### config.mk
export PLATFORM = sky130hd
export DESIGN_NAME = world_to_pixel_dda_line_plotter_unit
export DESIGN_NICKNAME = d
export VERILOG_FILES = /design/src/rtl/core/wpd_pkg.sv /design/src/rtl/core/wpd_divider.sv /design/src/rtl/core/world_to_pixel_dda_line_plotter_unit.sv
export VERILOG_INCLUDE_DIRS = /design/src /design/src/rtl/core
export SDC_FILE = /design/constraint.sdc
export NUM_CORES = 2
export LEC_CHECK = 0
export BUFFER_PORTS_ARGS = -buffer_cell sky130_fd_sc_hd__buf_2
export CELL_PAD_IN_SITES_DETAIL_PLACEMENT = 0
export CELL_PAD_IN_SITES_GLOBAL_PLACEMENT = 1
export CORE_MARGIN = 2
export CORE_UTILIZATION = 45
export DETAILED_ROUTE_END_ITERATION = 16
export PLACE_DENSITY_LB_ADDON = 0.05
export SLEW_MARGIN = 20
export SYNTH_ARGS = -nofsm -noshare
export SYNTH_HDL_FRONTEND = slang
export SYNTH_SLANG_ARGS = --single-unit
### constraint.sdc
create_clock -name clock -period 10.35 [get_ports clock]
set_clock_uncertainty 0.15 [all_clocks]
set_input_delay 0.5175 -clock clock [delete_from_list [all_inputs] [get_ports clock]]
set_output_delay 0.5175 -clock clock [all_outputs]
set_load 0.005 [all_outputs]
### src/rtl/core/world_to_pixel_dda_line_plotter_unit_macros.svh
// Assertion macros for the world-to-pixel line plotter.
// Used by the top level; relies on signals named clock and reset in scope.
`ifndef WORLD_TO_PIXEL_DDA_LINE_PLOTTER_UNIT_MACROS_SVH
`define WORLD_TO_PIXEL_DDA_LINE_PLOTTER_UNIT_MACROS_SVH

// Same-cycle implication.
`define WPD_ASSERT_SAME(label, ante, cons) \
   label: assert property (@(posedge clock) disable iff (reset) (ante) |-> (cons)) \
      else $error("plotter check failed");

// Next-cycle implication.
`define WPD_ASSERT_NEXT(label, ante, cons) \
   label: assert property (@(posedge clock) disable iff (reset) (ante) |=> (cons)) \
      else $error("plotter check failed");

`endif

### src/rtl/core/wpd_pkg.sv
// Shared types, constants and helper functions of the world-to-pixel plotter.
// No dependencies.
package wpd_pkg;

   localparam logic [6:0] MAX_COLUMNS = 7'd64;
   localparam logic [6:0] MAX_ROWS    = 7'd64;

   localparam int DIV_W = 41;
   localparam int QUO_W = 17;
   localparam int CNT_W = 5;

   typedef struct packed {
      logic             start;
      logic [DIV_W-1:0] dividend;
      logic [DIV_W-1:0] divisor;   // divisor already shifted to the top quotient bit
      logic [CNT_W-1:0] count;     // number of quotient bits
   } div_req_type;

   typedef struct packed {
      logic             busy;
      logic             done;
      logic [QUO_W-1:0] quotient;
   } div_rsp_type;

   function automatic logic [6:0] eff_size(input logic [6:0] v, input logic [6:0] maxv);
      logic [6:0] r;
      if (v < 7'd2) r = 7'd2;
      else if (v > maxv) r = maxv;
      else r = v;
      return r;
   endfunction

   // Round a Q6.16 position to a pixel, clamped to 0 and size - 1.
   function automatic logic [5:0] pos_to_pixel(input logic signed [22:0] pos,
                                               input logic [6:0] n);
      logic [22:0] sum;
      logic [6:0]  p;
      sum = 23'(pos) + 23'd32768;
      if (pos[22]) p = 7'd0;
      else p = sum[22:16];
      if (p > n - 7'd1) p = n - 7'd1;
      return p[5:0];
   endfunction

endpackage

### src/rtl/core/wpd_divider.sv
// Restoring divider, one quotient bit per cycle, shared by every division.
// Depends on wpd_pkg.
module wpd_divider
   import wpd_pkg::*;
(
   input  logic        clock,
   input  logic        reset,
   input  div_req_type req,
   output div_rsp_type rsp
);

   logic             busy_ff, busy_in, done_ff, done_in;
   logic [CNT_W-1:0] cnt_ff, cnt_in;
   logic [DIV_W-1:0] rem_ff, rem_in, dvs_ff, dvs_in;
   logic [QUO_W-1:0] quo_ff, quo_in;

   always_comb begin
      busy_in = busy_ff;
      done_in = 1'b0;
      cnt_in  = cnt_ff;
      rem_in  = rem_ff;
      dvs_in  = dvs_ff;
      quo_in  = quo_ff;
      if (req.start) begin
         busy_in = 1'b1;
         cnt_in  = req.count;
         rem_in  = req.dividend;
         dvs_in  = req.divisor;
         quo_in  = '0;
      end else if (busy_ff) begin
         if (rem_ff >= dvs_ff) begin
            rem_in = rem_ff - dvs_ff;
            quo_in = {quo_ff[QUO_W-2:0], 1'b1};
         end else begin
            quo_in = {quo_ff[QUO_W-2:0], 1'b0};
         end
         dvs_in = dvs_ff >> 1;
         cnt_in = cnt_ff - CNT_W'(1);
         if (cnt_ff == CNT_W'(1)) begin
            busy_in = 1'b0;
            done_in = 1'b1;
         end
      end
   end

   always_ff @(posedge clock) begin
      if (reset) begin
         busy_ff <= 1'b0;
         done_ff <= 1'b0;
         cnt_ff  <= '0;
      end else begin
         busy_ff <= busy_in;
         done_ff <= done_in;
         cnt_ff  <= cnt_in;
      end
   end

   always_ff @(posedge clock) begin
      rem_ff <= rem_in;
      dvs_ff <= dvs_in;
      quo_ff <= quo_in;
   end

   assign rsp.busy     = busy_ff;
   assign rsp.done     = done_ff;
   assign rsp.quotient = quo_ff;

endmodule

### src/rtl/core/world_to_pixel_dda_line_plotter_unit.sv
// Top level of the world-to-pixel point and DDA line plotter.
// Depends on wpd_pkg, wpd_divider and the assertion macro header.
//
//   channel  ports            direction  moves
//   req      req_valid/stall  in         one point or line item
//   rsp      rsp_valid/stall  out        one pixel write item
//   csr      csr_write        in         one register write, no read-back
//
// One divider does all the work, one quotient bit per cycle.
// A point goes through the check and two 6-bit mapping divisions.
// A line goes through four 6-bit mapping divisions, two
// 17-bit increment divisions, then one DDA step per output item; the
// line length in pixels is up to 63.
// Reset is synchronous; it clears control state and loads the register reset values.
// An output stall holds the DDA stepper; a new item is taken only when idle.
`include "world_to_pixel_dda_line_plotter_unit_macros.svh"
module world_to_pixel_dda_line_plotter_unit
   import wpd_pkg::*;
(
   input  logic               clock,
   input  logic               reset,
   input  logic               req_valid,
   output logic               req_stall,
   input  logic               req_opcode,
   input  logic signed [31:0] req_start_x,
   input  logic signed [31:0] req_start_y,
   input  logic signed [31:0] req_end_x,
   input  logic signed [31:0] req_end_y,
   input  logic        [7:0]  req_glyph,
   output logic               rsp_valid,
   input  logic               rsp_stall,
   output logic        [5:0]  rsp_pixel_row,
   output logic        [5:0]  rsp_pixel_column,
   output logic        [7:0]  rsp_pixel_glyph,
   output logic               rsp_last_write,
   input  logic               csr_write,
   input  logic        [2:0]  csr_index,
   input  logic        [31:0] csr_data
);

   // Register indexes.
   localparam logic [2:0] REG_X_LOW   = 3'd0;
   localparam logic [2:0] REG_X_HIGH  = 3'd1;
   localparam logic [2:0] REG_Y_LOW   = 3'd2;
   localparam logic [2:0] REG_Y_HIGH  = 3'd3;
   localparam logic [2:0] REG_COLUMNS = 3'd4;
   localparam logic [2:0] REG_ROWS    = 3'd5;

   // Sequencer states.
   localparam logic [3:0] S_IDLE  = 4'd0;
   localparam logic [3:0] S_CHECK = 4'd1;
   localparam logic [3:0] S_MLOAD = 4'd2;
   localparam logic [3:0] S_MWAIT = 4'd3;
   localparam logic [3:0] S_POINT = 4'd4;
   localparam logic [3:0] S_EVAL  = 4'd5;
   localparam logic [3:0] S_ILOAD = 4'd6;
   localparam logic [3:0] S_IWAIT = 4'd7;
   localparam logic [3:0] S_STEP  = 4'd8;

   // Endpoint coordinate slots, mapped in this order.
   localparam logic [1:0] K_START_X = 2'd0;
   localparam logic [1:0] K_START_Y = 2'd1;
   localparam logic [1:0] K_END_X   = 2'd2;
   localparam logic [1:0] K_END_Y   = 2'd3;

   // Configuration registers.
   logic signed [31:0] x_low_ff, x_high_ff, y_low_ff, y_high_ff;
   logic        [6:0]  columns_ff, rows_ff;

   // Item registers.
   logic               op_ff, op_in;
   logic signed [31:0] sx_ff, sx_in, sy_ff, sy_in, ex_ff, ex_in, ey_ff, ey_in;
   logic        [7:0]  glyph_ff, glyph_in;

   // Sequencer and datapath state.
   logic        [3:0]  state_ff, state_in;
   logic        [1:0]  k_ff, k_in;
   logic        [5:0]  sc_ff, sc_in, sr_ff, sr_in, ec_ff, ec_in, er_ff, er_in;
   logic        [5:0]  len_ff, len_in;
   logic        [6:0]  steps_left_ff, steps_left_in;
   logic signed [22:0] col_pos_ff, col_pos_in, row_pos_ff, row_pos_in;
   logic signed [17:0] col_step_ff, col_step_in, row_step_ff, row_step_in;

   // Output register.
   logic               rsp_valid_ff, rsp_valid_in;
   logic        [5:0]  out_row_ff, out_row_in, out_col_ff, out_col_in;
   logic        [7:0]  out_glyph_ff, out_glyph_in;
   logic               out_last_ff, out_last_in;

   div_req_type div_req;
   div_rsp_type div_rsp;

   logic [6:0] nc, nr;
   logic       out_free;

   // Mapping operands.
   logic signed [31:0] m_v, m_lo, m_hi;
   logic        [6:0]  m_n;
   logic        [32:0] m_diff_w, m_den_w;
   logic        [37:0] m_num;
   logic        [5:0]  m_q, m_nm1;

   // Increment operands.
   logic signed [6:0]  dc, dr, i_d;
   logic        [5:0]  adc, adr, i_ad, len_w;
   logic               i_neg;
   logic        [17:0] i_mag;

   // DDA step.
   logic signed [22:0] col_next, row_next;

   function automatic logic in_window(input logic signed [31:0] v,
                                      input logic signed [31:0] lo,
                                      input logic signed [31:0] hi);
      return (v >= lo) && (v <= hi);
   endfunction

   assign nc       = eff_size(columns_ff, MAX_COLUMNS);
   assign nr       = eff_size(rows_ff, MAX_ROWS);
   assign out_free = !rsp_valid_ff || !rsp_stall;

   // Select the coordinate under mapping; odd slots are y.
   always_comb begin
      unique case (k_ff)
         K_START_X: m_v = sx_ff;
         K_START_Y: m_v = sy_ff;
         K_END_X:   m_v = ex_ff;
         K_END_Y:   m_v = ey_ff;
         default:   m_v = sx_ff;
      endcase
      m_lo     = k_ff[0] ? y_low_ff  : x_low_ff;
      m_hi     = k_ff[0] ? y_high_ff : x_high_ff;
      m_n      = k_ff[0] ? nr : nc;
      m_nm1    = 6'(m_n - 7'd1);
      m_diff_w = 33'({m_v[31], m_v} - {m_lo[31], m_lo});
      m_den_w  = 33'({m_hi[31], m_hi} - {m_lo[31], m_lo});
      m_num    = {6'b0, m_diff_w[31:0]} * {32'b0, m_nm1};
      // Flip rows so that row 0 is the top.
      m_q      = k_ff[0] ? 6'(m_nm1 - div_rsp.quotient[5:0]) : div_rsp.quotient[5:0];
   end

   always_comb begin
      dc    = $signed({1'b0, ec_ff}) - $signed({1'b0, sc_ff});
      dr    = $signed({1'b0, er_ff}) - $signed({1'b0, sr_ff});
      adc   = dc[6] ? 6'(-dc) : dc[5:0];
      adr   = dr[6] ? 6'(-dr) : dr[5:0];
      len_w = (adc > adr) ? adc : adr;
      i_d   = k_ff[0] ? dr : dc;
      i_ad  = k_ff[0] ? adr : adc;
      i_neg = i_d[6];
      i_mag = {1'b0, div_rsp.quotient};
   end

   assign col_next = col_pos_ff + {{5{col_step_ff[17]}}, col_step_ff};
   assign row_next = row_pos_ff + {{5{row_step_ff[17]}}, row_step_ff};

   // Feed the shared divider from the load states.
   always_comb begin
      div_req = '0;
      if (state_ff == S_MLOAD) begin
         div_req.start    = 1'b1;
         div_req.dividend = {2'b0, m_num, 1'b0} + {9'b0, m_den_w[31:0]};
         div_req.divisor  = {3'b0, m_den_w[31:0], 6'b0};
         div_req.count    = CNT_W'(6);
      end else if (state_ff == S_ILOAD) begin
         // Floor division of a negative numerator: bias by divisor - 1.
         div_req.start    = 1'b1;
         div_req.dividend = {18'b0, i_ad, 17'b0} + {35'b0, len_ff} - {40'b0, i_neg};
         div_req.divisor  = {18'b0, len_ff, 17'b0};
         div_req.count    = CNT_W'(QUO_W);
      end
   end

   wpd_divider u_divider (
      .clock (clock),
      .reset (reset),
      .req   (div_req),
      .rsp   (div_rsp)
   );

   // Sequencer.
   always_comb begin
      state_in      = state_ff;
      k_in          = k_ff;
      op_in         = op_ff;
      sx_in         = sx_ff;
      sy_in         = sy_ff;
      ex_in         = ex_ff;
      ey_in         = ey_ff;
      glyph_in      = glyph_ff;
      sc_in         = sc_ff;
      sr_in         = sr_ff;
      ec_in         = ec_ff;
      er_in         = er_ff;
      len_in        = len_ff;
      steps_left_in = steps_left_ff;
      col_pos_in    = col_pos_ff;
      row_pos_in    = row_pos_ff;
      col_step_in   = col_step_ff;
      row_step_in   = row_step_ff;
      rsp_valid_in  = rsp_valid_ff && rsp_stall;
      out_row_in    = out_row_ff;
      out_col_in    = out_col_ff;
      out_glyph_in  = out_glyph_ff;
      out_last_in   = out_last_ff;

      unique case (state_ff)
         S_IDLE: begin
            if (req_valid) begin
               op_in    = req_opcode;
               sx_in    = req_start_x;
               sy_in    = req_start_y;
               ex_in    = req_end_x;
               ey_in    = req_end_y;
               glyph_in = req_glyph;
               state_in = S_CHECK;
            end
         end
         S_CHECK: begin
            // Drop the item on a degenerate window or an endpoint outside.
            if ((x_high_ff > x_low_ff) && (y_high_ff > y_low_ff) &&
                in_window(sx_ff, x_low_ff, x_high_ff) &&
                in_window(sy_ff, y_low_ff, y_high_ff) &&
                (!op_ff || (in_window(ex_ff, x_low_ff, x_high_ff) &&
                            in_window(ey_ff, y_low_ff, y_high_ff)))) begin
               k_in     = K_START_X;
               state_in = S_MLOAD;
            end else begin
               state_in = S_IDLE;
            end
         end
         S_MLOAD: state_in = S_MWAIT;
         S_MWAIT: begin
            if (div_rsp.done) begin
               unique case (k_ff)
                  K_START_X: sc_in = m_q;
                  K_START_Y: sr_in = m_q;
                  K_END_X:   ec_in = m_q;
                  K_END_Y:   er_in = m_q;
                  default:   sc_in = m_q;
               endcase
               if (k_ff == K_END_Y) begin
                  state_in = S_EVAL;
               end else if (k_ff == K_START_Y && !op_ff) begin
                  state_in = S_POINT;
               end else begin
                  k_in     = k_ff + 2'd1;
                  state_in = S_MLOAD;
               end
            end
         end
         S_POINT: begin
            if (out_free) begin
               rsp_valid_in = 1'b1;
               out_row_in   = sr_ff;
               out_col_in   = sc_ff;
               out_glyph_in = glyph_ff;
               out_last_in  = 1'b1;
               state_in     = S_IDLE;
            end
         end
         S_EVAL: begin
            if (len_w == 6'd0) begin
               state_in = S_IDLE;
            end else begin
               len_in        = len_w;
               steps_left_in = {1'b0, len_w};
               col_pos_in    = $signed({1'b0, sc_ff, 16'b0});
               row_pos_in    = $signed({1'b0, sr_ff, 16'b0});
               k_in          = 2'd0;
               state_in      = S_ILOAD;
            end
         end
         S_ILOAD: state_in = S_IWAIT;
         S_IWAIT: begin
            if (div_rsp.done) begin
               if (k_ff[0]) begin
                  row_step_in = i_neg ? $signed(18'(-i_mag)) : $signed(i_mag);
                  state_in    = S_STEP;
               end else begin
                  col_step_in = i_neg ? $signed(18'(-i_mag)) : $signed(i_mag);
                  k_in        = 2'd1;
                  state_in    = S_ILOAD;
               end
            end
         end
         S_STEP: begin
            // Advance one DDA step per free output slot.
            if (out_free) begin
               col_pos_in    = col_next;
               row_pos_in    = row_next;
               steps_left_in = steps_left_ff - 7'd1;
               rsp_valid_in  = 1'b1;
               out_row_in    = pos_to_pixel(row_next, nr);
               out_col_in    = pos_to_pixel(col_next, nc);
               out_glyph_in  = glyph_ff;
               out_last_in   = (steps_left_ff == 7'd1);
               if (steps_left_ff == 7'd1) state_in = S_IDLE;
            end
         end
         default: state_in = S_IDLE;
      endcase
   end

   always_ff @(posedge clock) begin
      if (reset) begin
         state_ff      <= S_IDLE;
         k_ff          <= '0;
         steps_left_ff <= '0;
         rsp_valid_ff  <= 1'b0;
         x_low_ff      <= 32'sd0;
         x_high_ff     <= 32'sd4128768;
         y_low_ff      <= 32'sd0;
         y_high_ff     <= 32'sd4128768;
         columns_ff    <= 7'd64;
         rows_ff       <= 7'd64;
      end else begin
         state_ff      <= state_in;
         k_ff          <= k_in;
         steps_left_ff <= steps_left_in;
         rsp_valid_ff  <= rsp_valid_in;
         if (csr_write) begin
            unique case (csr_index)
               REG_X_LOW:   x_low_ff   <= $signed(csr_data);
               REG_X_HIGH:  x_high_ff  <= $signed(csr_data);
               REG_Y_LOW:   y_low_ff   <= $signed(csr_data);
               REG_Y_HIGH:  y_high_ff  <= $signed(csr_data);
               REG_COLUMNS: columns_ff <= csr_data[6:0];
               REG_ROWS:    rows_ff    <= csr_data[6:0];
               default:     ;
            endcase
         end
      end
   end

   always_ff @(posedge clock) begin
      op_ff        <= op_in;
      sx_ff        <= sx_in;
      sy_ff        <= sy_in;
      ex_ff        <= ex_in;
      ey_ff        <= ey_in;
      glyph_ff     <= glyph_in;
      sc_ff        <= sc_in;
      sr_ff        <= sr_in;
      ec_ff        <= ec_in;
      er_ff        <= er_in;
      len_ff       <= len_in;
      col_pos_ff   <= col_pos_in;
      row_pos_ff   <= row_pos_in;
      col_step_ff  <= col_step_in;
      row_step_ff  <= row_step_in;
      out_row_ff   <= out_row_in;
      out_col_ff   <= out_col_in;
      out_glyph_ff <= out_glyph_in;
      out_last_ff  <= out_last_in;
   end

   assign req_stall        = (state_ff != S_IDLE);
   assign rsp_valid        = rsp_valid_ff;
   assign rsp_pixel_row    = out_row_ff;
   assign rsp_pixel_column = out_col_ff;
   assign rsp_pixel_glyph  = out_glyph_ff;
   assign rsp_last_write   = out_last_ff;

   `WPD_ASSERT_SAME(step_count_live, state_ff == S_STEP, steps_left_ff != 7'd0)
   `WPD_ASSERT_NEXT(accept_starts_check, req_valid && !req_stall, state_ff == S_CHECK)
   `WPD_ASSERT_SAME(divider_only_waiting, div_rsp.busy, (state_ff == S_MWAIT) || (state_ff == S_IWAIT))

endmodule

Word level (Yosys, flattened, before mapping)
Cells that the tools add are included.

operators by class
  $lt $le $gt $ge = 18
  mux-type cells = 77
  multiply operators = 1
  reduce and logical (&&, ||, !) cells = 49
  equal/unequal tests = 29
  add/sub/neg operators = 22
  bitwise gates (word level) = 3

operators with widths
  operator                                                          count
  41-bit 2-to-1 mux                                                 5
  88-bit 2-to-1 mux                                                 2
  32-bit greater-or-equal comparator                                4
  32-bit <= comparator                                              4
  32-bit case mux with 4 select lines                               1
  23-bit 2-to-1 mux                                                 4
  23-bit case mux with 2 select lines                               2
  7-bit 2-to-1 mux                                                  13
  6-bit 2-to-1 mux                                                  12
  32-bit greater-than comparator                                    2
  32-bit 2-to-1 mux                                                 2
  32-bit subtractor                                                 2
  23-bit by 16-bit adder with 23-bit output, second input constant  2
  23-bit adder                                                      2
  41-bit greater-or-equal comparator                                1
  41-bit subtractor                                                 1
  39-bit by 32-bit adder with 40-bit output                         1
  32-bit by 6-bit multiplier with 38-bit output                     1
  4-bit case mux with 9 select lines                                1
  4-bit 2-to-1 mux                                                  7
  24-bit by 1-bit subtractor with 25-bit output                     1
  23-bit by 6-bit adder with 24-bit output                          1
  6-bit case mux with 2 select lines                                2
  3-bit AND reduction                                               8
  49 further kinds                                                  118

storage, ports and cells
  output and inout port bits = 23
  input bits = 177
  register bits = 532
  word-level logic and storage cells = 235

Depth between registers and ports, before layout
  depth after elaboration = 10
  gate-level depth with buffers = 46
  gate-level depth less buffers = 45

Cells and area by module
From an unflattened synthesis, not the netlist that was laid out.

second synthesis, totals
  cell total of the unflattened synthesis = 5346
  area, all modules = 46913.7 um^2

modules (own cells, without submodules)
  module                                instances  cells an instance  area each (um^2)  sequential area each (um^2)
  world_to_pixel_dda_line_plotter_unit  1          4591               40014.6           11230.8
  wpd_divider                           1          755                6899.1            2942.8

Least setup slack after synthesis
OpenSTA, ideal clock, no wires.

  kind = register to register
  start = register k_ff[0]
  end = register u_divider.rem_ff[38] (data pin)
  data arrival time = 10.313 ns
  setup time = 0.281 ns
  setup slack = -0.394 ns
  data required time = 9.919 ns
  path buffers = 5
  cell stages (with the launch flop) = 45
  clock period less this slack = 10.744 ns
  path through = dfxtp_1 > clkbuf_1 > buf_1 > clkbuf_1 > clkbuf_1 > buf_1 > mux2i_1 > fa_1 > a21o_1 > a21oi_1 > o21bai_1 > a21o_1 > a21o_1 > a21oi_1 > o21bai_1 > a21oi_1 > xor2_1 > nor2_1 > [... 9 more ...] > a21o_1 > a21o_1 > a21boi_0 > o21bai_1 > a21oi_1 > xnor2_1 > ha_1 > a21oi_1 > a211oi_1 > or3_1 > a211oi_1 > nor3b_1 > a21oi_1 > a211oi_1 > nor2_1 > nand4_1 > xor2_1 > o221ai_1

between the ends
  longest elaborated chain between the ends = 7
  elaborated cells between the ends (all ways) = 20
  those cells by class = 6 x add/sub; 1 x mul; 3 x eq/ne; 9 x mux; 1 x reduce/logical

RTL lines
  what                                           RTL line                                     RTL
  from (decl)                                    world_to_pixel_dda_line_plotter_unit.sv:77   logic [1:0] k_ff, k_in;
  from (signal assigned)                         world_to_pixel_dda_line_plotter_unit.sv:319  k_ff <= k_in;
  2-bit == test (tied with other cells)          world_to_pixel_dda_line_plotter_unit.sv:124  unique case (k_ff)
  32-bit case mux with 4 select lines            world_to_pixel_dda_line_plotter_unit.sv:124
  32-bit subtractor                              world_to_pixel_dda_line_plotter_unit.sv:135  m_diff_w = 33'({m_v[31], m_v} - {m_lo[31], m_lo});
  32-bit by 6-bit multiplier with 38-bit output  world_to_pixel_dda_line_plotter_unit.sv:137  m_num = {6'b0, m_diff_w[31:0]} * {32'b0, m_nm1};
  39-bit by 32-bit adder with 40-bit output      world_to_pixel_dda_line_plotter_unit.sv:162  div_req.dividend = {2'b0, m_num, 1'b0} + {9'b0, m_den_w[31:0]};
  88-bit 2-to-1 mux (*)                          world_to_pixel_dda_line_plotter_unit.sv:160  if (state_ff == S_MLOAD) begin
  41-bit 2-to-1 mux (*)                          wpd_divider.sv:24                            if (req.start) begin
  net u_divider.rem_in[38]                       wpd_divider.sv:14                            logic [DIV_W-1:0] rem_ff, rem_in, dvs_ff, dvs_in;
  to (signal assigned)                           wpd_divider.sv:59                            rem_ff <= rem_in;
  to (decl)                                      wpd_divider.sv:14

The timed path passes the listed nets; every way through them passes the cells marked *.
A chain may end at the register's enable or synchronous reset.

Final worst setup path
Same ends and word-level chain as after synthesis.

==> results.md <==
Setup path:
- In this run the worst path has a maximum fanout of 13.
- The startpoint type of the worst setup path is a flop.
- On the worst path, the slowest cell contributes a delay of 0.52 ns.
- The data arrival time of the worst path is 9.98 ns.
- The number of logic stages on the critical path including buffering is 39.
- The worst setup path is of the reg -> reg kind.
- The worst setup path is captured at a flop.
- The largest individual stage delay along the critical path comes from the cell sky130_fd_sc_hd__fa_1.
- The critical path contains buffers and inverters numbering 4 combined.
- The required time reported for the critical path endpoint is 10.54 ns.
- The number of cells on the worst reg-to-reg path is 39.
- Among cell families on the critical path, the largest total delay comes from compound AO/OA/AOI/OAI gates.

Timing:
- Based on the critical path, the design can be clocked at up to 102 MHz.
- The transition time at the pin with the least slew margin is 1.07 ns.
- The total negative slack is 0 ns.
- The post-route minimum period is 9.79 ns.
- Dividing the final minimum period by the clock period gives 94.6%.
- The final-report setup violation count is 0.
- The number of max-slew violations in the final report is 0.
- The tightest hold path in the finished design has a slack of 0.0465 ns.
- The hold violation count in the final report is 0.
- The worst pin sits at a relative slew slack of 28.0%.
- Setup repair after global routing could not meet its margin everywhere.

Routing:
- In the detailed route, the total length drawn on met2 is 68000 µm.
- The number of vias per cell is 5.61.
- The count of nets left with antenna violations once routing finished came out at 0.
- For this block, the routed nets add up to 149000 µm of wire.
- The iteration-0 DRC count of the detailed router is 2860.
- After detailed routing, the met3 layer carries 7510 µm of wire.
- In the routed design, unresolved DRC markers number 0.
- The detailed-route wire length per cell is 21.4 µm.
- The routed via count is 38900.
- After detailed routing, the wire length on met1 is 68000 µm.
- The uppermost metal layer occupied by signal nets is met4.
- The number of detailed-routing iterations run before antenna repair is 13.

Yosys:
- The post-synthesis instance area is 0.0456 mm².
- Sequential cells were found to cover 30.9% of the synthesized design area.
- The fraction of synthesized cell area taken by the top area cell type is 23.0%.
- The largest area contributor in the netlist is sky130_fd_sc_hd__edfxtp_1.
- Synthesis handed over a netlist of 5121 instances.
- Counting flops with a built-in enable in the synthesized netlist gives 349.
- The average instance in the mapped netlist occupies 8.91 µm².
- The share of synthesized registers carrying an async set or reset is 0%.
- The predominant post-synthesis flop cell is sky130_fd_sc_hd__edfxtp_1.
- By area the synthesized netlist is led by sky130_fd_sc_hd__edfxtp_1, sky130_fd_sc_hd__ha_1, sky130_fd_sc_hd__dfxtp_1.
- When the netlist entered floorplanning its net count stood at 6025.
- Yosys printed 0 warnings.
- In this run, distinct cell masters in the synthesized netlist total 101.
- Synthesis inferred 529 register bits.

Clock tree:
- The number of CTS-inserted buffers is 67.
- The clock tree root driver cell is sky130_fd_sc_hd__clkbuf_16.
- The number of H-tree branching levels is 3.
- After clock tree synthesis, the clock-pin slew on the worst setup and hold paths is 0.06 ns.
- The number of sinks on the clock net is 529.
- The buffer depth of the longest clock path is 3.
- The clock reaches the later pin of the worst-skew pair after 0.67 ns.
- TritonCTS built the clock tree.

Min path:
- The worst hold-check path type is in -> reg.
- The worst hold path stage count is 3.

GRT:
- The overall fraction of global-route tracks in use is 28.3%.
- The via count of the first global-routing pass came to 38300.
- The sum of overflow across all layers after global routing is 0.
- The first global-routing pass estimated 227000 µm of wire.
- Entering global routing, the biggest net connects 87 pins.
- The initial antenna violation count is 0.

Run:
- The max-capacitance violation count is 0.

Place:
- At the end of routability-driven placement, the weighted congestion stood at 0.949.
- The port buffer count is 199.
- The instance count after placement with tap cells included is 6633.
- The detailed placement HPWL is 116000 µm.

Die:
- The I/O pin count is 200.
- The effective utilization at floorplan is 45.5%.
- The placeable core region is 0.100 mm².
- In this run the horizontal extent of the chip is 322 µm.
- The initialized floorplan defines 116 standard-cell rows.
- Measured along the y axis, the die boundary spans 322 µm.
- The die covers 0.104 mm².

Outcome:
- The flow ran to the end, and the final reports show no timing, DRC or antenna violations.

Layout:
- Cells with a size suffix above 1 make up 9.23% of the layout.
- In the final design database the tool counted 6419 nets.
- The final standard cell count with taps included and fillers excluded is 6926.
- Leaving out fill and tap cells, the most frequent cell in the layout is sky130_fd_sc_hd__ha_1.
- The top cell types in the final layout, fill and taps aside, are sky130_fd_sc_hd__ha_1, sky130_fd_sc_hd__nand2_1, sky130_fd_sc_hd__inv_1.
- The area growth from synthesis to final layout is 15.6%.
- The final core utilization is 52.6%.

Power:
- Power comes to 17900 µW.
- Across the VDD grid, the largest voltage drop is 0.000560 V.
- The power per cell area is 340 mW/mm².
- In this run the static leakage power is 0.0226 µW.
==> area by class of cell <==
class                      count  area [µm²]
clock buffer                  81        1780
tap                         1357        1700
inverter                     515        1930
fill                        9451       47600
antenna                        1        2.50
sequential                   529       14100
timing repair buffer         485        3570
multi-input combinational   3917       29100
clock inverter                41         537
==> power by group <==
group	internal [µW]	switching, µW
registers	2310	71.8
logic	5890	7180
clock network	1470	1020
==> worst register-to-register path: cells and delay by family (launching register included) <==
| kind | cells | cell delay [ns] |
|---|---|---|
| AOI/OAI and AO/OA | 13 | 2.93 |
| muxes | 1 | 0.20 |
| DFF | 1 | 0.36 |
| xor gates and xnor gates | 3 | 0.56 |
| buffers and inverters | 4 | 0.47 |
| adders and majority gates | 7 | 2.83 |
| and+or+nand+nor | 11 | 2.00 |
==> Yosys cell counts, types with 33 or more instances <==
master and number:
sky130_fd_sc_hd__nand3_1 80, sky130_fd_sc_hd__edfxtp_1 349, sky130_fd_sc_hd__nand2b_1 61, sky130_fd_sc_hd__mux2i_1 106, sky130_fd_sc_hd__a21oi_1 438, sky130_fd_sc_hd__and3_1 44
sky130_fd_sc_hd__nor2b_1 53, sky130_fd_sc_hd__o211ai_1 34, sky130_fd_sc_hd__a211oi_1 40, sky130_fd_sc_hd__nor3_1 76, sky130_fd_sc_hd__nand4_1 84, sky130_fd_sc_hd__a31oi_1 33
sky130_fd_sc_hd__dfxtp_1 180, sky130_fd_sc_hd__o21ai_0 236, sky130_fd_sc_hd__fa_1 130, sky130_fd_sc_hd__o21a_1 58, sky130_fd_sc_hd__clkbuf_1 138, sky130_fd_sc_hd__xnor2_1 162
sky130_fd_sc_hd__nand2_1 514, sky130_fd_sc_hd__nor2_1 427, sky130_fd_sc_hd__inv_1 512, sky130_fd_sc_hd__xor2_1 88, sky130_fd_sc_hd__a21o_1 194, sky130_fd_sc_hd__ha_1 597
sky130_fd_sc_hd__or3_1 35
==> metrics by stage <==
stage	instance area [µm²]	setup slack (ns)
finish	52700	0.561
global route	52700	-0.0125
global placement	48700	0.479
detailed placement	48700	0.362
CTS	52700	0.286
floorplan	45600	0.0536
==> registers in the layout, indices dropped and copies added (netlist names), 32 cells and up <==
signal            cells
u_divider.rem_ff     41
u_divider.dvs_ff     38
ex_ff                32
ey_ff                32
sx_ff                32
sy_ff                32
x_high_ff            32
x_low_ff             32
y_high_ff            32
y_low_ff             32
==> per-layer routing <==
metal | vias to the layer above | track usage [%]
met4 | 0 | 9.44
met2 | 1084 | 46.6
li1 | 19100 | -
met1 | 18500 | 38.9
met5 | - | 0
met3 | 202 | 3.12
==> timing repair <==
item / in CTS / in global routing
endpoints found under the setup margin: 0 / 11
buffers inserted: 0 / 2
hold endpoints to repair: 244 / 0
resized for setup: 0 / 14
hold buffers: 168 / 0
==> path summary, 6_finish.rpt <==
check | from | end | slack [ns]
worst max register to register | k_ff[0]$_SDFFE_PP0P_ | u_divider.rem_ff[38]$_DFFE_PP_ | 0.56
worst min-delay path | csr_data[10] | x_high_ff[10]$_SDFFE_PP0P_ | 0.05
worst min register to register | glyph_ff[1]$_DFFE_PP_ | rsp_pixel_glyph[1]$_DFFE_PP_ | 0.27
worst max-delay path | k_ff[0]$_SDFFE_PP0P_ | u_divider.rem_ff[38]$_DFFE_PP_ | 0.56
==> cell families after synthesis <==
| group | after synthesis | share of synthesized area, % |
|---|---|---|
| multiplexers | 113 | 2.50 |
| XOR/XNOR | 251 | 4.83 |
| flip-flops | 529 | 30.9 |
| AO/OA/AOI/OAI | 1313 | 18.6 |
| adder cells (fa/ha/maj) | 727 | 22.1 |
| AND/OR/NAND/NOR | 1513 | 15.5 |
| buffers and inverters | 675 | 5.58 |
(Power assumes the default switching activity.)
